File: config.mk
export PLATFORM = sky130hd
export DESIGN_NAME = dfv_front
export DESIGN_NICKNAME = d
export VERILOG_FILES = /design/src/sv/dfv_pkg.sv /design/src/sv/dfv_front.sv
export SDC_FILE = /design/constraint.sdc
export NUM_CORES = 1
export LEC_CHECK = 0
export BUFFER_PORTS_ARGS = -buffer_cell sky130_fd_sc_hd__buf_2
export CORE_AREA = 2 2 298 300
export DETAILED_ROUTE_END_ITERATION = 10
export DIE_AREA = 0 0 300 302
export PLACE_DENSITY = 0.47
export SLEW_MARGIN = 20
export SYNTH_ARGS = -nofsm -noshare
export SYNTH_HDL_FRONTEND = slang
export SYNTH_SLANG_ARGS = --single-unit
export TNS_END_PERCENT = 50
File: constraint.sdc
create_clock -name vclk -period 6.71
set_input_delay 1.6775 -clock vclk [all_inputs]
set_output_delay 1.6775 -clock vclk [all_outputs]
set_load 0.01 [all_outputs]
File: src/sv/dfv_pkg.sv
`default_nettype none

package dfv_pkg;

  // Fixed point with FRAC_W fraction bits, signed but for mobility and spacing.
  localparam int VALUE_W = 48;
  localparam int FRAC_W  = 24;
  localparam int MOB_W   = VALUE_W - 1;
  localparam int DIFF_W  = VALUE_W + 1;
  localparam int FUNC_W  = 3;
  localparam int SIDE_W  = 3;
  localparam int CFG_IDX_W = 2;

  // Widths of the exact intermediate products.
  localparam int SHIFT_T = 2 * FRAC_W + 1;
  localparam int P1_W    = VALUE_W + MOB_W;
  localparam int P2_W    = P1_W + DIFF_W;
  localparam int TMAG_W  = P2_W + 1;
  localparam int TS_W    = TMAG_W + 1;
  localparam int N_W     = VALUE_W + TMAG_W;
  localparam int PRE_W   = N_W + 1 - SHIFT_T;
  localparam int HNUM_W  = 2 * MOB_W + 1;
  localparam int QUO_W   = VALUE_W;

  // Multiplier digit size and latency.
  localparam int MUL_DIG = 24;
  localparam int MUL_LAT = 3;

  localparam logic [FUNC_W-1:0] FUNC_INT_X     = 3'd0;
  localparam logic [FUNC_W-1:0] FUNC_INT_Y     = 3'd1;
  localparam logic [FUNC_W-1:0] FUNC_INT_Z     = 3'd2;
  localparam logic [FUNC_W-1:0] FUNC_DIRICHLET = 3'd3;
  localparam logic [FUNC_W-1:0] FUNC_FLUX      = 3'd4;

  localparam logic [SIDE_W-1:0] SIDE_LEFT  = 3'd0;
  localparam logic [SIDE_W-1:0] SIDE_RIGHT = 3'd1;
  localparam logic [SIDE_W-1:0] SIDE_DOWN  = 3'd2;
  localparam logic [SIDE_W-1:0] SIDE_UP    = 3'd3;
  localparam logic [SIDE_W-1:0] SIDE_BACK  = 3'd4;
  localparam logic [SIDE_W-1:0] SIDE_FRONT = 3'd5;

  localparam logic [CFG_IDX_W-1:0] CFG_SPACING_X = 2'd0;
  localparam logic [CFG_IDX_W-1:0] CFG_SPACING_Y = 2'd1;
  localparam logic [CFG_IDX_W-1:0] CFG_SPACING_Z = 2'd2;
  localparam logic [CFG_IDX_W-1:0] CFG_GRAVITY   = 2'd3;

  typedef enum logic [1:0] {
    KIND_NONE,
    KIND_INTERIOR,
    KIND_DIRICHLET,
    KIND_FLUX
  } kind_t;

  typedef struct packed {
    logic [FUNC_W-1:0]         func;
    logic [SIDE_W-1:0]         boundary_side;
    logic [MOB_W-1:0]          mobility_lower;
    logic [MOB_W-1:0]          mobility_upper;
    logic signed [VALUE_W-1:0] pressure_lower;
    logic signed [VALUE_W-1:0] pressure_upper;
    logic signed [VALUE_W-1:0] density_lower;
    logic signed [VALUE_W-1:0] density_upper;
    logic signed [VALUE_W-1:0] boundary_value;
  } in_t;

  typedef struct packed {
    logic signed [VALUE_W-1:0] face_velocity;
    logic                      saturated;
  } out_t;

  // One classified face request as it waits between front and back.
  typedef struct packed {
    kind_t                     kind;
    logic [MOB_W-1:0]          spacing;
    logic [MOB_W-1:0]          mob_lo;
    logic [MOB_W-1:0]          mob_up;
    logic signed [DIFF_W-1:0]  dp;
    logic signed [DIFF_W-1:0]  ds;
    logic                      dbl;
    logic                      negate;
    logic signed [VALUE_W-1:0] value;
  } entry_t;

endpackage

`default_nettype wire

File: src/sv/dfv_front.sv
`default_nettype none

// Accepts face requests and classifies them into the operands of the
// common formula  M * 2^dbl * (2^(2F+1)*dp + ds*g*h) / (2^(2F+1)*h).
module dfv_front (
  input  wire logic                         in_valid,
  input  wire dfv_pkg::in_t                 in_data,
  input  wire logic [dfv_pkg::MOB_W-1:0]    spacing_x,
  input  wire logic [dfv_pkg::MOB_W-1:0]    spacing_y,
  input  wire logic [dfv_pkg::MOB_W-1:0]    spacing_z,
  input  wire logic                         full,
  output logic                              in_stall,
  output logic                              push,
  output dfv_pkg::entry_t                   entry
);

  localparam int DW = dfv_pkg::DIFF_W;

  logic signed [DW-1:0] pl_e, pu_e, dl_e, du_e, bv_e;

  assign in_stall = full;
  assign push     = in_valid && !full;

  assign pl_e = DW'(in_data.pressure_lower);
  assign pu_e = DW'(in_data.pressure_upper);
  assign dl_e = DW'(in_data.density_lower);
  assign du_e = DW'(in_data.density_upper);
  assign bv_e = DW'(in_data.boundary_value);

  always_comb begin
    entry         = '0;
    entry.kind    = dfv_pkg::KIND_NONE;
    entry.mob_lo  = in_data.mobility_lower;
    entry.mob_up  = in_data.mobility_upper;
    entry.value   = in_data.boundary_value;
    entry.spacing = spacing_x;
    case (in_data.func)
      dfv_pkg::FUNC_INT_X, dfv_pkg::FUNC_INT_Y, dfv_pkg::FUNC_INT_Z: begin
        entry.kind   = dfv_pkg::KIND_INTERIOR;
        entry.dp     = pu_e - pl_e;
        entry.negate = 1'b1;
        if (in_data.func == dfv_pkg::FUNC_INT_Y) begin
          entry.spacing = spacing_y;
        end else if (in_data.func == dfv_pkg::FUNC_INT_Z) begin
          entry.spacing = spacing_z;
          entry.ds      = du_e + dl_e;
        end
      end
      dfv_pkg::FUNC_DIRICHLET: begin
        entry.kind = dfv_pkg::KIND_DIRICHLET;
        entry.dbl  = 1'b1;
        case (in_data.boundary_side)
          dfv_pkg::SIDE_LEFT: begin
            entry.dp = bv_e - pl_e;
          end
          dfv_pkg::SIDE_RIGHT: begin
            entry.dp = pl_e - bv_e;
          end
          dfv_pkg::SIDE_DOWN: begin
            entry.spacing = spacing_y;
            entry.dp      = bv_e - pl_e;
          end
          dfv_pkg::SIDE_UP: begin
            entry.spacing = spacing_y;
            entry.dp      = pl_e - bv_e;
          end
          dfv_pkg::SIDE_BACK: begin
            entry.spacing = spacing_z;
            entry.dp      = bv_e - pl_e;
            entry.ds      = -dl_e;
          end
          dfv_pkg::SIDE_FRONT: begin
            entry.spacing = spacing_z;
            entry.dp      = pl_e - bv_e;
            entry.ds      = dl_e;
          end
          default: begin
            entry.kind = dfv_pkg::KIND_NONE;
          end
        endcase
      end
      dfv_pkg::FUNC_FLUX: begin
        entry.kind = dfv_pkg::KIND_FLUX;
      end
      default: begin
        entry.kind = dfv_pkg::KIND_NONE;
      end
    endcase
  end

endmodule

`default_nettype wire

# After elaboration in Yosys (flattened, before gate mapping)
# Cells that the tools add are included.
# W data, S select, Z words.
# totals
out_inout_bits,293
inputBits,483
reg_bits,0
elab_cells,37
# op_classes
mux,13
eq_ne,9
reduce_logical,10
add_sub_neg,5
# ops
operator,count
$pmux W49 S2,2
$pmux W98 S2,1
$pmux W47 S2,2
$sub A48 B48 Y49,3
$mux W49,2
$mux W47,2
$add A48 B48 Y49,1
$neg A48 Y49,1
$eq A3 B2 Y1 const B,4
$eq A3 B3 Y1 const B,3
$reduce_or A3 Y1,3
$eq A3 B1 Y1 const B,2
$logic_not A3 Y1,2
$pmux W2 S3,1
$reduce_or A6 Y1,1
$reduce_or A2 Y1,2
$mux W1,2
$mux W2,1
$logic_and A1 B1 Y1,1
$logic_not A1 Y1,1

# Logic depth before layout (Yosys ltp)
# Gate-level depths: netlist of the first run.
# logic_depth
depth_word,4
ltp_mapped,15
mapped_depth_nobuf,15

# Worst setup path before layout of the first run
# No wires, ideal clock.
# synth_path
path_kind,input to output
startpoint,in in_data[48] (netlist name)
endpoint,out entry[96] (netlist name)
cell_stages,14
arrival_time_ns,4.246
t_required_ns,5.032
n_path_buf,0
slack_ns,0.787
path_cell_list,ha_1 > inv_1 > fa_1 > nand2b_1 > a211oi_1 > o21ai_1 > o21ai_2 > a211oi_2 > a211o_1 > a21boi_1 > o41a_1 > a21o_1 > xnor2_1 > o22ai_1
# synth_lines
item,line_no,text
"start, declared",dfv_front.sv:7,"input wire dfv_pkg::in_t in_data,"
"end, declared",dfv_front.sv:14,output dfv_pkg::entry_t entry

==> run_results.csv, run 1 <==
group,metric,value,unit
status,status,"complete, no violations",
sta,slew_headroom,28.6,%
synthesis,synthDominantAreaCellType,"sky130_fd_sc_hd__ha_1",
synthesis,fraction_of_the_yosys_area_taken_by_sequential_cells,0,%
cells_and_area,final_layout_size_suffix_gt1_share,29.1,%
pwr,power.total,1830,uW
sta,timing.hold.ws,3360,ps
global_routing,track_usage,16.5,%
detailed_routing,drcViolationCount,0,
synthesis,synthesis.area,15100,um2
global_routing,globalRouteOverflowTotal,0,
cells_and_area,area_growth_syn_to_fin,27.5,%
clocking,cts_hold_repair.buffers,0,
die,rows,109,
die,io-pin-count,776,
pwr,power.ir.vdd_worst,0.0301,mV
sta,finalSetupViolCount,0,
global_routing,number_of_antenna_violations_at_the_first_check_in_global_routing,17,
run,cap_viol_max_count,0,
setup_path,critical_path_peak_fanout,6,
setup_path,timing.critical_path.arrival,4970,ps
sta,fmax,0.150,GHz
synthesis,ys_types,90,
sta,layout_worst_path_cycle_share,99.0,%
setup_path,critPathLaunchType,"input pin",
sta,final_hold_viol_count,0,
detailed_routing,via_per_inst,4.82,
synthesis,yosys_warnings,0,
sta,post-route-worst-setup-slack,64.1,ps
detailed_routing,detail_route.first_pass.iterations,9,
min_path,hold_path_class,"in2out",
sta,tightest_slew,1070,ps
die,dieArea,90600,um2
synthesis,synth_fp_nets,3002,
sta,setup-tns-final,0,ps
sta,grt_setup_unrepaired,"yes",
place,minimum_setup_slack_after_placement,-602,ps
setup_path,crit_required,5030,ps
pwr,power.density,94.8,nW/um2
global_routing,first_global_vias,18208,
synthesis,synthDominantCellAreaShare,16.0,%
detailed_routing,dr.first_iter.drc_count,1309,
cells_and_area,final-seq-area,0,um2
synthesis,avg_cell_area_syn,6.51,um2
sta,final.min_clock_period,6650,ps
place,dpl.hpwl,69500,um
place,io_buffers,588,
cells_and_area,layout.nets,3456,
sta,finalMaxSlewViolations,0,
cells_and_area,n_clock_buffer,0,
pwr,static-leakage-power,0.00928,uW
place,gp_congestion,0.912,
cells_and_area,num-fill-cells,10078,
cells_and_area,seq_cell_count,0,
setup_path,timing.setup.critical_path_class,"in2out",
detailed_routing,routed_wire_length_per_instance,20.4,um
detailed_routing,ant_nets,0,
die,core,87600,um2
die,floorplan.die.height,302,um
detailed_routing,dr_total_vias,19055,
die,initial_core_util,17.3,%
die,fp.dieW,300,um
synthesis,synthCells,2322,
detailed_routing,detail_route.wirelength,80500,um
synthesis,yosys-top-cells-area,"sky130_fd_sc_hd__ha_1, sky130_fd_sc_hd__a21oi_1, sky130_fd_sc_hd__buf_4, sky130_fd_sc_hd__xnor2_1, sky130_fd_sc_hd__o21ai_0",
global_routing,first_pass_grt_wire_length,116000,um
setup_path,timing.critical_path.to_type,"output port",
global_routing,maximum_number_of_pins_on_one_net_before_global_route_repair,61,
metal layers:
layer  vias to the layer above  wire, um  global-route usage, %
li1                       9275         -                      -
met1                      8974     36600                   22.5
met2                       695     38300                   28.6
met3                       101      4430                   1.87
met4                        10      1150                   2.11
met5                         -        65                      0
where the power goes:
group          internal (uW)  switching [uW]
Sequential                 0               0
Clock               0.000220               0
Combinational            754            1070
Total                    754            1070
stage by stage:
| stage | cells | utilization [%] | area [um2] |
|---|---|---|---|
| after floorplan | 2322 | - | 15100 |
| after global placement | 3937 | 21.6 | 18900 |
| after detailed placement | 3937 | 21.6 | 18900 |
| after CTS | 3940 | 21.8 | 19100 |
| after global routing | 3944 | 22.0 | 19300 |
| final | 3950 | 22.0 | 19300 |
final timing paths:
check / to / from / depth (start not counted)
max: entry[140] / in_data[4] / 16
min: entry[153] / in_data[245] / 0
synth_stat cells (25+ instances only):
cell / instances
sky130_fd_sc_hd__nand2_1: 166
sky130_fd_sc_hd__o21bai_1: 33
sky130_fd_sc_hd__a31oi_1: 25
sky130_fd_sc_hd__xnor2_1: 111
sky130_fd_sc_hd__nor3_1: 41
sky130_fd_sc_hd__buf_4: 145
sky130_fd_sc_hd__nand4_1: 30
sky130_fd_sc_hd__ha_1: 193
sky130_fd_sc_hd__xor2_1: 64
sky130_fd_sc_hd__inv_1: 146
sky130_fd_sc_hd__mux2i_1: 42
sky130_fd_sc_hd__nand2b_1: 29
sky130_fd_sc_hd__a222oi_1: 36
sky130_fd_sc_hd__clkbuf_1: 98
sky130_fd_sc_hd__a211oi_1: 26
sky130_fd_sc_hd__o21ai_0: 163
sky130_fd_sc_hd__nor2_1: 188
sky130_fd_sc_hd__o22ai_1: 78
sky130_fd_sc_hd__nand3_1: 33
sky130_fd_sc_hd__a21oi_1: 288
sky130_fd_sc_hd__a21o_1: 95
worst max-delay path: stages:
cell	delay (ps)
sky130_fd_sc_hd__buf_2	110
sky130_fd_sc_hd__inv_1	50
sky130_fd_sc_hd__ha_1	410
sky130_fd_sc_hd__buf_4	190
sky130_fd_sc_hd__o21a_1	170
sky130_fd_sc_hd__o221a_2	280
sky130_fd_sc_hd__o31a_1	350
sky130_fd_sc_hd__o21a_1	270
sky130_fd_sc_hd__nand3_1	230
sky130_fd_sc_hd__a21boi_0	130
sky130_fd_sc_hd__buf_4	160
sky130_fd_sc_hd__o21ai_0	210
sky130_fd_sc_hd__a22oi_1	170
sky130_fd_sc_hd__xnor2_2	250
sky130_fd_sc_hd__o22ai_1	120
sky130_fd_sc_hd__buf_2	170
cell type report:
| cell class | instances | area [um2] | area share, % |
|---|---|---|---|
| inverter | 147 | 552 | 2.86 |
| antenna | 11 | 27.5 | 0.143 |
| multi-input combinational | 1905 | 13300 | 68.9 |
| timing repair buffer | 722 | 3960 | 20.6 |
| tap | 1165 | 1460 | 7.56 |
cells by family after synthesis:
logic type,Yosys count,synth area share (%)
muxes,42,2.78
xor gates and xnor gates,175,10.1
and+or+nand+nor,572,17.6
AOI/OAI and AO/OA,919,38.9
buffers and inverters,417,14.2
adders and majority gates,197,16.5
placed cells by master, fill, tap and decap left out, drive strengths merged, types with 30 or more instances in the layout:
| master | synthesis | final |
|---|---|---|
| a21oi | 291 | 291 |
| nand3 | 33 | 33 |
| nand2 | 166 | 166 |
| inv | 146 | 146 |
| ha | 193 | 193 |
| o21ai | 180 | 180 |
| o21bai | 33 | 33 |
| a222oi | 36 | 36 |
| xnor2 | 111 | 111 |
| a21o | 95 | 95 |
| buf | 171 | 722 |
| nand4 | 30 | 30 |
| xor2 | 64 | 64 |
| o22ai | 78 | 78 |
| mux2i | 42 | 42 |
| nor2 | 188 | 188 |
| nor3 | 44 | 44 |
repair_timing:
action | in CTS | in global routing
pin swaps | 13 | 26
buffers inserted | 3 | 1
gates resized for setup | 29 | 37
hold endpoints to repair | 0 | 0
endpoints found under the setup margin | 8 | 20
gates cloned | 0 | 0
No activity file was read; power rests on OpenSTA's default activity.
==> run 2: changes to the inputs <==
CORE_AREA = 2 2 303 305   (was 2 2 298 300)
DIE_AREA = 0 0 305 307   (was 0 0 300 302)
PLACE_DENSITY = 0.46   (was 0.47)
==> run 2 against run 1 <==
Net effect: setup slack better by 73 ps; power is 1.4% lower; routed wire length is 1.9% lower; fmax is 1.1% higher; worst hold slack stayed put; combinational power hardly changed; sequential share of layout area stayed put; cell area is 0.68% lower; die area is 3.3% higher.
==> run_results.csv, run 2 (same netlist as run 1, synthesis figures left out) <==
group,metric,value,unit
status,status,"complete, no violations",
place,dpl.hpwl,68000,um
global_routing,number_of_antenna_violations_at_the_first_check_in_global_routing,28,
sta,final.min_clock_period,6570,ps
sta,final_hold_viol_count,0,
setup_path,critPathLaunchType,"input pin",
cells_and_area,most_common_library_cell_in_the_layout_ignoring_fill_and_taps,"sky130_fd_sc_hd__buf_2",
detailed_routing,via_per_inst,4.78,
cells_and_area,final_layout_size_suffix_gt1_share,28.6,%
detailed_routing,drcViolationCount,0,
global_routing,globalRouteOverflowTotal,0,
global_routing,first_pass_grt_wire_length,116000,um
detailed_routing,ant_nets,0,
min_path,whs_endpoint,"entry[160]",
cells_and_area,finish.utilization,21.1,%
die,floorplan.die.height,307,um
cells_and_area,layout.nets,3438,
setup_path,timing.critical_path.to_type,"output port",
detailed_routing,wl_met3,4940,um
sta,layout_worst_path_cycle_share,98.0,%
pwr,power.ir.vdd_worst,0.0302,mV
die,core,90700,um2
detailed_routing,dr_total_vias,18886,
detailed_routing,top_layer_used,"met5",
pwr,static-leakage-power,0.00918,uW
sta,grt_setup_unrepaired,"yes",
sta,slew_headroom,34.4,%
cells_and_area,multi_input_comb_area,13200,um2
clocking,cts_hold_repair.buffers,0,
cells_and_area,area_growth_syn_to_fin,26.6,%
pwr,power.density,94.2,nW/um2
cells_and_area,most-common-layout-cells,"sky130_fd_sc_hd__buf_2, sky130_fd_sc_hd__a21oi_1, sky130_fd_sc_hd__ha_1, sky130_fd_sc_hd__nor2_1, sky130_fd_sc_hd__nand2_1",
die,fp.dieW,305,um
sta,timing.hold.ws,3360,ps
die,dieArea,93600,um2
cells_and_area,layoutNonFillerInstCount,3950,
global_routing,maximum_number_of_pins_on_one_net_before_global_route_repair,76,
setup_path,crit_required,5030,ps
min_path,worstHoldPathCells,0,
setup_path,worstSetupStartpoint,"in_data[9]",
run,cap_viol_max_count,0,
detailed_routing,detail_route.first_pass.iterations,9,
detailed_routing,detail_route.wirelength,79000,um
place,gp_congestion,0.917,
sta,finalSetupViolCount,0,
cells_and_area,n_clock_buffer,0,
cells_and_area,seq_cell_count,0,
cells_and_area,final-seq-area,0,um2
setup_path,timing.critical_path.arrival,4900,ps
setup_path,timing.setup.critical_path_class,"in2out",
min_path,hold_path_class,"in2out",
detailed_routing,wl_met2,36300,um
detailed_routing,routed_length_on_met1,36100,um
place,io_buffers,588,
sta,fmax,0.152,GHz
global_routing,track_usage,15.9,%
sta,finalMaxSlewViolations,0,
detailed_routing,routed_wire_length_per_instance,20.0,um
detailed_routing,dr.first_iter.drc_count,1370,
sta,tightest_slew,983,ps
die,io-pin-count,776,
setup_path,critical_path_peak_fanout,5,
die,initial_core_util,16.7,%
min_path,hold_start,"in_data[252]",
cells_and_area,num-fill-cells,10441,
global_routing,first_global_vias,18104,
pwr,power.total,1800,uW
place,dp_cells,3938,
die,rows,111,
==> run 2: worst max-delay path: stages <==
cell                       delay (ps)
sky130_fd_sc_hd__buf_2            100
sky130_fd_sc_hd__inv_1             40
sky130_fd_sc_hd__ha_1             420
sky130_fd_sc_hd__nand4_1          230
sky130_fd_sc_hd__o22ai_1          180
sky130_fd_sc_hd__a211oi_1          80
sky130_fd_sc_hd__buf_4            150
sky130_fd_sc_hd__a31oi_2          260
sky130_fd_sc_hd__a31oi_2          160
sky130_fd_sc_hd__o211ai_1         180
sky130_fd_sc_hd__buf_4            160
sky130_fd_sc_hd__a31oi_2           90
sky130_fd_sc_hd__buf_4            160
sky130_fd_sc_hd__o311a_1          290
sky130_fd_sc_hd__a21oi_2          120
sky130_fd_sc_hd__xnor2_1          140
sky130_fd_sc_hd__o22ai_1          120
sky130_fd_sc_hd__buf_4            200
sky130_fd_sc_hd__buf_2            140
==> run 2: report_power, final <==
group          switching, uW  total [uW]  internal (uW)  leakage (uW)
clock network              0    0.000160       0.000160  0.0000000507
logic                   1060        1800            743       0.00918
registers                  0           0              0             0
total                   1060        1800            743       0.00918
==> run 2: worst max path at each step <==
stage,depth (start not counted),to,slack [ps]
2_1_floorplan,14,entry[96],790
3_3_place_gp,17,entry[143],-420
3_5_place_dp,17,entry[143],-440
4_1_cts,19,entry[145],3
5_1_grt,19,entry[143],-70
6_report,19,entry[143],140
==> run 2: layer usage <==
layer,up-vias,track usage (%)
li1,9237,-
met1,8811,21.9
met2,696,26.4
met3,116,2.14
met4,26,2.97
met5,-,0
==> run 2: repair_timing <==
item	CTS	global route
pin swaps	12	19
setup buffers	3	1
endpoints found under the setup margin	8	20
resized for setup	19	40
==> run 2: final cells by class <==
cell class | count | share of cell area [%]
multi-input combinational | 1905 | 69.2
inverter | 147 | 2.88
tap | 1186 | 7.75
timing repair buffer | 704 | 20.1
antenna | 8 | 0.105
==> run 2: stage by stage <==
step,TNS (ps),setup slack (ps),area (um2)
2_1_floorplan,0,787,15100
3_3_place_gp,-1850,-422,18900
3_5_place_dp,-1920,-441,18900
4_1_cts,0,3.36,18900
5_1_grt,-135,-71.6,19100
6_report,0,137,19200
