$ cat src/sv/dfv_pkg.sv
`default_nettype none

package dfv_pkg;

  // Fixed point with FRAC_W fraction bits, signed but for mobility and spacing.
  localparam int VALUE_W = 48;
  localparam int FRAC_W  = 24;
  localparam int MOB_W   = VALUE_W - 1;
  localparam int DIFF_W  = VALUE_W + 1;
  localparam int FUNC_W  = 3;
  localparam int SIDE_W  = 3;
  localparam int CFG_IDX_W = 2;

  // Widths of the exact intermediate products.
  localparam int SHIFT_T = 2 * FRAC_W + 1;
  localparam int P1_W    = VALUE_W + MOB_W;
  localparam int P2_W    = P1_W + DIFF_W;
  localparam int TMAG_W  = P2_W + 1;
  localparam int TS_W    = TMAG_W + 1;
  localparam int N_W     = VALUE_W + TMAG_W;
  localparam int PRE_W   = N_W + 1 - SHIFT_T;
  localparam int HNUM_W  = 2 * MOB_W + 1;
  localparam int QUO_W   = VALUE_W;

  // Multiplier digit size and latency.
  localparam int MUL_DIG = 24;
  localparam int MUL_LAT = 3;

  localparam logic [FUNC_W-1:0] FUNC_INT_X     = 3'd0;
  localparam logic [FUNC_W-1:0] FUNC_INT_Y     = 3'd1;
  localparam logic [FUNC_W-1:0] FUNC_INT_Z     = 3'd2;
  localparam logic [FUNC_W-1:0] FUNC_DIRICHLET = 3'd3;
  localparam logic [FUNC_W-1:0] FUNC_FLUX      = 3'd4;

  localparam logic [SIDE_W-1:0] SIDE_LEFT  = 3'd0;
  localparam logic [SIDE_W-1:0] SIDE_RIGHT = 3'd1;
  localparam logic [SIDE_W-1:0] SIDE_DOWN  = 3'd2;
  localparam logic [SIDE_W-1:0] SIDE_UP    = 3'd3;
  localparam logic [SIDE_W-1:0] SIDE_BACK  = 3'd4;
  localparam logic [SIDE_W-1:0] SIDE_FRONT = 3'd5;

  localparam logic [CFG_IDX_W-1:0] CFG_SPACING_X = 2'd0;
  localparam logic [CFG_IDX_W-1:0] CFG_SPACING_Y = 2'd1;
  localparam logic [CFG_IDX_W-1:0] CFG_SPACING_Z = 2'd2;
  localparam logic [CFG_IDX_W-1:0] CFG_GRAVITY   = 2'd3;

  typedef enum logic [1:0] {
    KIND_NONE,
    KIND_INTERIOR,
    KIND_DIRICHLET,
    KIND_FLUX
  } kind_t;

  typedef struct packed {
    logic [FUNC_W-1:0]         func;
    logic [SIDE_W-1:0]         boundary_side;
    logic [MOB_W-1:0]          mobility_lower;
    logic [MOB_W-1:0]          mobility_upper;
    logic signed [VALUE_W-1:0] pressure_lower;
    logic signed [VALUE_W-1:0] pressure_upper;
    logic signed [VALUE_W-1:0] density_lower;
    logic signed [VALUE_W-1:0] density_upper;
    logic signed [VALUE_W-1:0] boundary_value;
  } in_t;

  typedef struct packed {
    logic signed [VALUE_W-1:0] face_velocity;
    logic                      saturated;
  } out_t;

  // One classified face request as it waits between front and back.
  typedef struct packed {
    kind_t                     kind;
    logic [MOB_W-1:0]          spacing;
    logic [MOB_W-1:0]          mob_lo;
    logic [MOB_W-1:0]          mob_up;
    logic signed [DIFF_W-1:0]  dp;
    logic signed [DIFF_W-1:0]  ds;
    logic                      dbl;
    logic                      negate;
    logic signed [VALUE_W-1:0] value;
  } entry_t;

endpackage

`default_nettype wire

$ cat src/sv/dfv_queue.sv
`default_nettype none

module dfv_queue #(
  parameter int DEPTH = 4
) (
  input  wire logic            clk,
  input  wire logic            rst_n,
  input  wire logic            push,
  input  wire dfv_pkg::entry_t push_data,
  input  wire logic            pop,
  output dfv_pkg::entry_t      head,
  output logic                 empty,
  output logic                 full
);

  localparam int PW = (DEPTH > 1) ? $clog2(DEPTH) : 1;
  localparam int CW = $clog2(DEPTH + 1);

  dfv_pkg::entry_t slot_r [DEPTH];
  logic [PW-1:0]   wr_ptr_r, wr_ptr_nxt;
  logic [PW-1:0]   rd_ptr_r, rd_ptr_nxt;
  logic [CW-1:0]   count_r, count_nxt;

  assign empty = count_r == '0;
  assign full  = count_r == CW'(DEPTH);
  assign head  = slot_r[rd_ptr_r];

  always_comb begin
    wr_ptr_nxt = wr_ptr_r;
    rd_ptr_nxt = rd_ptr_r;
    count_nxt  = count_r;
    if (push) begin
      wr_ptr_nxt = (wr_ptr_r == PW'(DEPTH - 1)) ? '0 : wr_ptr_r + 1'b1;
    end
    if (pop) begin
      rd_ptr_nxt = (rd_ptr_r == PW'(DEPTH - 1)) ? '0 : rd_ptr_r + 1'b1;
    end
    if (push && !pop) begin
      count_nxt = count_r + 1'b1;
    end else if (pop && !push) begin
      count_nxt = count_r - 1'b1;
    end
  end

  always_ff @(posedge clk) begin
    if (!rst_n) begin
      wr_ptr_r <= '0;
      rd_ptr_r <= '0;
      count_r  <= '0;
    end else begin
      wr_ptr_r <= wr_ptr_nxt;
      rd_ptr_r <= rd_ptr_nxt;
      count_r  <= count_nxt;
    end
  end

  always_ff @(posedge clk) begin
    if (push) begin
      slot_r[wr_ptr_r] <= push_data;
    end
  end

  a_no_push_full: assert property (@(posedge clk) disable iff (!rst_n)
    !(push && full))
    else $error("queue written while full");

  a_no_pop_empty: assert property (@(posedge clk) disable iff (!rst_n)
    !(pop && empty))
    else $error("queue read while empty");

  a_push_fills: assert property (@(posedge clk) disable iff (!rst_n)
    push && !pop |=> !empty)
    else $error("queue lost a written request");

endmodule

`default_nettype wire

$ cat config.mk
export PLATFORM = sky130hd
export DESIGN_NAME = dfv_queue
export DESIGN_NICKNAME = d
export VERILOG_FILES = /design/src/sv/dfv_pkg.sv /design/src/sv/dfv_queue.sv
export SDC_FILE = /design/constraint.sdc
export NUM_CORES = 1
export LEC_CHECK = 0
export BUFFER_PORTS_ARGS = -buffer_cell sky130_fd_sc_hd__buf_2
export CORE_MARGIN = 2
export CORE_UTILIZATION = 55
export CTS_CLUSTER_DIAMETER = 50
export DETAILED_ROUTE_END_ITERATION = 10
export HOLD_SLACK_MARGIN = 0.06
export PLACE_DENSITY = 0.77
export SETUP_SLACK_MARGIN = 0.02
export SLEW_MARGIN = 20
export SYNTH_ARGS = -nofsm -noshare
export SYNTH_HDL_FRONTEND = slang
export SYNTH_SLANG_ARGS = --single-unit
export TNS_END_PERCENT = 1
$ cat constraint.sdc
create_clock -name clk -period 11.5 [get_ports clk]
set_input_delay 2.3 -clock clk [delete_from_list [all_inputs] [get_ports clk]]
set_output_delay 2.3 -clock clk [all_outputs]
set_load 0.1 [all_outputs]
=== After elaboration in Yosys (flattened, before gate mapping) ===
Memory sizes are Yosys's and may differ from the RTL's. A register that Yosys moved wholly into a read port is not among the register bits.
Cells that the tools add are included.

* Flip-flop bits (word level): 7
* Memory bits (writable): 1164
* Input bits: 295
* Output and inout bits: 293
* Word-level logic and storage cells: 25
* Memories: 1

* Add/subtract/negate cells: 4
* Equality and inequality tests: 3
* Mux-type cells: 8
* Reductions and logical operators: 6

{| class="wikitable"
|+ Memory list
! memory !! words !! bits a word !! rd ports !! clocked after memory_dff !! wr ports !! RTL line !! source
|-
| slot_r || 4 || 291 || 1 || 1 || 1 || dfv_queue.sv:19 || <nowiki>dfv_pkg::entry_t slot_r [DEPTH];</nowiki>
|}

{| class="wikitable"
|+ Operators with widths
! kind !! count
|-
| $mux 2 || 4
|-
| $mux 3 || 2
|-
| $add 2x1->2 const B || 2
|-
| $eq 2x2->1 const B || 2
|-
| $add 3x1->3 const B || 1
|-
| $eq 3x3->1 const B || 1
|-
| $logic_not 3->1 || 1
|-
| $sub 3x1->3 const B || 1
|-
| $logic_and 1x1->1 || 2
|-
| $logic_not 1->1 || 2
|-
| $mux 1 || 2
|-
| $reduce_bool 2->1 || 1
|}

=== Depth between registers and ports, before layout ===
Gate-level depths: netlist of run 1.

* Word-level depth: 4
* Depth in mapped cells: 7
* Depth with buffers taken out: 7

=== Worst setup path after synthesis of run 1 ===
Ideal clock, no wire load.

* Kind: input port to flip-flop
* Start point: input push
* End point: memory slot_r[0][0] (netlist bit), enable pin
* Setup time: 0.688 ns
* Data arrival time: 8.866 ns
* Data required time: 10.812 ns
* Path slack: 1.946 ns
* Stages: 1
* Path buffers: 0
* Cells stage by stage: and2_1

* Word-level cells in the longest chain between the ends: 2

{| class="wikitable"
|+ RTL lines
! what !! RTL line !! source
|-
| from (decl) || dfv_queue.sv:8 || <nowiki>input wire logic push,</nowiki>
|-
| $mux 1 || dfv_queue.sv:58 || <nowiki>if (push) begin</nowiki>
|-
| $mux 1 (not written as such) || dfv_queue.sv:59 || <nowiki>slot_r[wr_ptr_r] <= push_data;</nowiki>
|-
| to (decl) || dfv_queue.sv:19 ||
|}

No other way between the ends.

==> impl_metrics.csv, run 1 <==
group,metric,value,unit
run_status,status,"completed",
setup_path,critPathTopFamily,"buffers and inverters",
logic_synthesis,yosys.area_share.simple,0.00211,
power,p_sw_frac,0.289,
power,powerDensity,205,mW/mm2
layout,fin_nets,2522,
setup_path,required,9200,ps
floorplan,rows,102,
placement,place_ws,5970,ps
clocking,h-tree-depth,3,
layout,drive_above_1_share,0.458,
layout,fin_cells,3383,
logic_synthesis,muxShareOfSynthArea,0.154,
setup_path,path_buf_inv,3,
grt,globalRouteTotalUtil,0.214,
logic_synthesis,synth_compound_area_frac,0.000468,
clocking,ctsHoldBuffers,0,
sta,max_freq,162,MHz
route,dr_total_vias,19139,
power,pwr-share-comb,0.168,
logic_synthesis,ys_warn_count,0,
logic_synthesis,ys_seq_elements,1173,
sta,relSlewSlack,0.154,
sta,fin_crit,6190,ps
route,detail-route-antenna-nets,0,
setup_path,r2r_slack,8180,ps
floorplan,dieArea,0.0800,mm2
clocking,clock-sinks,1173,
logic_synthesis,yosysSeqAreaShare,0.821,
hold_path,hold-path-endpoint,"count_r[2]",
clocking,clock_path_buffers,3,
clocking,cts_resized,0,
clocking,numCtsBuffers,113,
clocking,clkTransAtPathRegs,60,ps
floorplan,ioPinCount,588,
sta,rsz0062_at_grt,"no",
layout,fin_util,0.650,
logic_synthesis,yosys.area_share.xor_xnor,0.000410,
logic_synthesis,syn_nets,1866,
setup_path,critPathSlowestCell,"dfxtp_4",
logic_synthesis,syn_avg_cell_area,27.3,um2
logic_synthesis,netlist_area,0.0428,mm2
job,maxCapViolCount,0,
power,seqPwrFrac,0.482,
floorplan,start_util,0.554,
sta,slew_viol_final,0,
power,peakVddDrop,0.218,mV
route,vias_per_cell,5.66,
layout,syn_to_final_growth,17.4,%
placement,dp_hpwl,52200,um
setup_path,path_cells,"buf_12 > buf_4 > mux4_2 > buf_2",
layout,n_fill_cell,4821,
setup_path,worstReg2RegStart,"wr_ptr_r[1]",
route,drtIter0Drc,1634,
power,p_leak,16.7,nW
hold_path,min_from,"count_r[2]",
logic_synthesis,synth_adder_area_share,0.00222,
clocking,insertion_delay,670,ps
placement,dp.cells,3145,
power,p_switching,0.00298,W
grt,grt_pass1_vias,20245,
sta,worstMarginPinSlew,1270,ps
sta,fin_crit_sh,0.538,
setup_path,endpoint_kind,"output pin",
setup_path,cp-start-kind,"flop",
grt,grt_pass1_wl,126000,um
grt,grt_start_max_net_pins,157,
clocking,post_cts_buffers,0,
grt,antenna_found_initial,36,
route,drcViolationCount,0,
route,routed_wl,87300,um
sta,hold_viol,0,
route,routedWlPerCell,25.8,um
setup_path,slowest_delay,790,ps
hold_path,hp-class,"flop to flop",
placement,io_buffers,587,
clocking,root_buffer,"clkbuf_16",
setup_path,r2r_end,"slot_r[1][270]",
layout,mostFrequentLayoutCell,"edfxtp_1",
route,firstDrtPassIters,5,
logic_synthesis,syn-instance-count,1564,
hold_path,holdPathStages,2,
setup_path,cp.arrival,3890,ps
setup_path,cp_max_fo,107,
sta,finalSetupViolCount,0,
setup_path,r2r_cells,5,
sta,clock_skew,48.3,ps
power,cellInternalPower,0.00731,W
logic_synthesis,synth_top_family_by_area,"multiplexers",
floorplan,fp.dieH,283,um
sta,layout_setup_ws,5310,ps
layout,final_cell_mix,"edfxtp_1 (1164), buf_2 (587), mux4_2 (291)",
sta,setup_tns,0,ps
floorplan,core-area,0.0772,mm2
setup_path,timing_worst_setup_path_type,"flop to output pin",
floorplan,fp.dieW,283,um
layout,ff_latch_area,0.0351,mm2
placement,place_congestion,0.815,
grt,grt-ovfl-total,0,
power,p_clk_frac,0.350,
clocking,cts_tree,"yes",
layout,multi_input_area,0.00683,mm2
logic_synthesis,synthDistinctLibCells,22,
-- per-layer routing --
| layer | share of wire | routed length [um] | GRT usage | vias up |
|---|---|---|---|---|
| met4 | 0.035 | 3030 | 0.0895 | 26 |
| met3 | 0.081 | 7070 | 0.0683 | 190 |
| met5 | 0.0018 | 155 | 0 | - |
| li1 | - | - | - | 8169 |
| met2 | 0.53 | 46300 | 0.365 | 766 |
| met1 | 0.35 | 30800 | 0.252 | 9988 |
-- area by class of cell --
class,instances,area share
Multi-Input combinational cell,322,0.136
Inverter,4,0.000299
Clock inverter,78,0.0156
Sequential cell,1173,0.700
Tap cell,1040,0.0259
Antenna cell,25,0.00125
Clock buffer,135,0.0580
Timing Repair Buffer,606,0.0631
-- sequential cells by signal (all words and copies together) (netlist names), named ones only --
register	count
count_r	3
wr_ptr_r	2
slot_r	1164
rd_ptr_r	2
-- cell usage after synthesis --
cell / number / area share
dfxtp_1: 9 / 0.0042
xnor2_1: 1 / 0.00020
ha_1: 6 / 0.0018
nor3_1: 2 / 0.00023
a21boi_0: 1 / 0.00018
buf_2: 29 / 0.0034
and2_1: 5 / 0.00073
nor2b_1: 5 / 0.00073
xor2_1: 1 / 0.00020
inv_1: 4 / 0.00035
o21a_1: 1 / 0.00018
mux4_2: 291 / 0.15
clkbuf_1: 3 / 0.00026
buf_6: 1 / 0.00026
nor2_1: 1 / 0.000088
nor3b_1: 1 / 0.00018
mux2i_1: 4 / 0.00094
or3_1: 1 / 0.00015
buf_12: 32 / 0.015
o21ai_0: 1 / 0.00012
edfxtp_1: 1164 / 0.82
fa_1: 1 / 0.00047
-- kinds of logic (layout without fill, tap and decap cells) --
| logic type | after synthesis | after routing |
|---|---|---|
| AND/OR/NAND/NOR | 15 | 15 |
| flip-flops | 1173 | 1173 |
| XOR/XNOR | 2 | 2 |
| AO/OA/AOI/OAI | 3 | 3 |
| buffers and inverters | 69 | 823 |
| multiplexers | 295 | 295 |
| adder cells (fa/ha/maj) | 7 | 7 |
| other | 0 | 25 |
-- through the flow --
step                      power (W)  area (um2)  hold WS [ps]
after detailed placement    0.00678       46500           538
after CTS                    0.0104       50100           545
after floorplan             0.00652       42800           472
after global placement      0.00675       46500           485
after global routing         0.0106       50200           578
final                        0.0103       50200           542
-- worst min-delay path: cells and delay by family, from the launching register on --
kind               cells  cell delay [ps]
DFF                    1              330
AOI/OAI and AO/OA      2              160
-- power by group through the flow --
stage,combinational [W],clock [W],sequential (W)
after floorplan,0.00144,0,0.00508
after global placement,0.00172,0,0.00503
after detailed placement,0.00173,0,0.00505
after CTS,0.00174,0.00366,0.00496
after global routing,0.00178,0.00382,0.00497
final,0.00173,0.00360,0.00496
-- how the worst max path moves through the flow --
stage,endpoint,cells after the start
final,head[207],4
after global routing,head[263],4
after CTS,head[270],4
after detailed placement,head[263],4
after global placement,head[233],4
after floorplan,slot_r[0][0],1
Power figures use the tool's default switching activity.
==> inputs of run 2 (changes only) <==
Settings changed: ABC_AREA from default to 1.
Clock period 11.5 ns to 6.33 ns, I/O delays scaled along.
==> impl_metrics.csv, run 2 <==
group,metric,value,unit
run_status,status,"completed",
logic_synthesis,ys_top_cells_by_count,"edfxtp_1 (1164), nor2_1 (590), o21ai_0 (583), o22ai_1 (291), clkbuf_1 (87)",
clocking,h-tree-depth,3,
setup_path,timing_worst_setup_path_type,"flop to output pin",
setup_path,r2r_cells,5,
sta,max_freq,205,MHz
clocking,cts_tree,"yes",
clocking,insertion_delay,670,ps
grt,grt_pass1_wl,145000,um
logic_synthesis,synth_area_leader_cell,"edfxtp_1",
layout,fin_cells,4576,
power,p_switching,0.00590,W
clocking,clock_path_buffers,3,
layout,fin_nets,3710,
setup_path,worstReg2RegStart,"wr_ptr_r[0]",
setup_path,endpoint_kind,"output pin",
grt,grt_start_max_net_pins,261,
sta,setup_tns,0,ps
sta,slew_viol_final,0,
power,seqPwrFrac,0.479,
floorplan,core-area,0.0777,mm2
grt,grt-ovfl-total,0,
power,p_sw_frac,0.315,
setup_path,r2r_end,"slot_r[0][175]",
clocking,numCtsBuffers,113,
route,drcViolationCount,0,
logic_synthesis,ys.flop_type,"edfxtp_1",
power,pwr-share-comb,0.189,
placement,dp.cells,4333,
setup_path,cp_max_fo,226,
logic_synthesis,netlist_area,0.0433,mm2
floorplan,fp.dieH,285,um
logic_synthesis,synthDistinctLibCells,22,
setup_path,cp.arrival,3610,ps
route,routed_wl,97900,um
logic_synthesis,synth_area_leaders,"edfxtp_1 (81%), o21ai_0 (6.7%), nor2_1 (5.1%)",
route,drtIter0Drc,2793,
route,dr_total_vias,26405,
grt,antenna_found_initial,40,
logic_synthesis,synth_top_area_frac,0.807,
floorplan,fp.dieW,285,um
hold_path,min_from,"wr_ptr_r[1]",
route,vias_per_cell,5.77,
placement,dp_hpwl,54500,um
sta,clock_skew,39.9,ps
layout,drive_above_1_share,0.224,
layout,top_register,"slot_r",
layout,reg_top3,"slot_r: 1164 flops, count_r: 3 flops",
clocking,clkTransAtPathRegs,60,ps
power,peakVddDrop,0.343,mV
route,firstDrtPassIters,5,
logic_synthesis,syn_avg_cell_area,15.1,um2
logic_synthesis,ys_warn_count,0,
floorplan,rows,102,
logic_synthesis,yosysMostFrequentCell,"edfxtp_1",
logic_synthesis,syn-instance-count,2873,
job,maxCapViolCount,0,
setup_path,critPathTopFamily,"buffers and inverters",
setup_path,r2r_slack,3840,ps
logic_synthesis,ys_seq_elements,1173,
setup_path,required,5060,ps
clocking,root_buffer,"clkbuf_16",
setup_path,slowest_delay,920,ps
clocking,clock-sinks,1173,
sta,fin_crit_sh,0.770,
sta,hold_viol,0,
logic_synthesis,syn_nets,3175,
placement,io_buffers,587,
power,p_clk_frac,0.332,
hold_path,hp-class,"flop to flop",
power,p_leak,17.4,nW
setup_path,path_cells,"buf_12 > o21ai_0 > o22ai_1 > buf_2",
sta,worstMarginPinSlew,1230,ps
sta,fin_crit,4880,ps
floorplan,start_util,0.557,
power,powerDensity,371,mW/mm2
sta,hold_slack,549,ps
clocking,post_cts_buffers,0,
layout,largest_reg_flops,1164,
layout,final_cell_mix,"edfxtp_1 (1164), nor2_1 (590), buf_2 (587)",
layout,fin_util,0.651,
sta,finalSetupViolCount,0,
sta,relSlewSlack,0.179,
layout,syn_to_final_growth,16.8,%
grt,globalRouteTotalUtil,0.232,
placement,place_ws,2130,ps
sta,rsz0062_at_grt,"no",
power,cellInternalPower,0.0128,W
logic_synthesis,synth-edff-count,1164,
layout,mostFrequentLayoutCell,"edfxtp_1",
floorplan,dieArea,0.0810,mm2
setup_path,path_buf_inv,2,
hold_path,hold-path-endpoint,"wr_ptr_r[1]",
hold_path,holdPathStages,2,
route,detail-route-antenna-nets,0,
logic_synthesis,async_flop_share,0,
floorplan,ioPinCount,588,
logic_synthesis,yosysSeqAreaShare,0.811,
route,routedWlPerCell,21.4,um
clocking,cts_resized,0,
grt,grt_pass1_vias,25085,
setup_path,critPathSlowestCell,"dfxtp_4",
setup_path,cp-start-kind,"flop",
sta,layout_setup_ws,1450,ps
placement,place_congestion,0.787,
clocking,ctsHoldBuffers,0,
-- run 2: cell families after synthesis --
kind of cell	Yosys count	synth area share
adder cells (fa/ha/maj)	7	0.00220
buffers and inverters	209	0.0239
AND/OR/NAND/NOR	604	0.0525
AO/OA/AOI/OAI	879	0.110
flip-flops	1173	0.811
XOR/XNOR	1	0.000202
-- run 2: routing by layer --
metal / vias up / global-route usage / part of all wire
met5: - / 0 / 0.0012
met4: 18 / 0.0982 / 0.034
met3: 216 / 0.0585 / 0.087
met2: 1128 / 0.381 / 0.50
met1: 13021 / 0.297 / 0.37
li1: 12022 / - / -
-- run 2: worst min-delay path: cells and delay by family, from the launching register on --
kind / cells / cell delay [ps]
compound gates: 1 / 70
buf+inv: 1 / 100
flops: 1 / 330
-- run 2: how the worst max path moves through the flow --
| stage | end | slack (ps) | cells after the start | startpoint |
|---|---|---|---|---|
| floorplan | slot_r[1][0] | -1190 | 2 | push |
| global placement | head[272] | 2160 | 4 | flop |
| detailed placement | head[272] | 2130 | 4 | flop |
| CTS | head[193] | 1360 | 4 | flop |
| global route | head[53] | 1350 | 4 | flop |
| finish | head[53] | 1450 | 4 | flop |
-- run 2: cell type report --
cell class / count / area, um2
inverters: 16 / 110
multi-input cells: 1491 / 7140
repair buffers: 613 / 3300
fillers: 5267 / 27100
well taps: 1040 / 1300
clock buffers: 140 / 2950
clock inverters: 67 / 544
flip-flops and latches: 1173 / 35100
diodes: 36 / 90.1
-- run 2: per-stage QoR --
step	instance area, um2	total power, W
6_report	50600	0.0188
5_1_grt	50600	0.0193
4_1_cts	50500	0.0188
3_5_place_dp	47000	0.0127
3_3_place_gp	47000	0.0126
2_1_floorplan	43300	0.0120
-- run 2: power groups by stage --
stage / logic [W] / clock network (W) / registers, W
after floorplan: 0.00281 / 0 / 0.00919
final: 0.00353 / 0.00623 / 0.00898
after CTS: 0.00354 / 0.00631 / 0.00898
after global placement: 0.00350 / 0 / 0.00913
after detailed placement: 0.00353 / 0 / 0.00914
after global routing: 0.00367 / 0.00662 / 0.00900
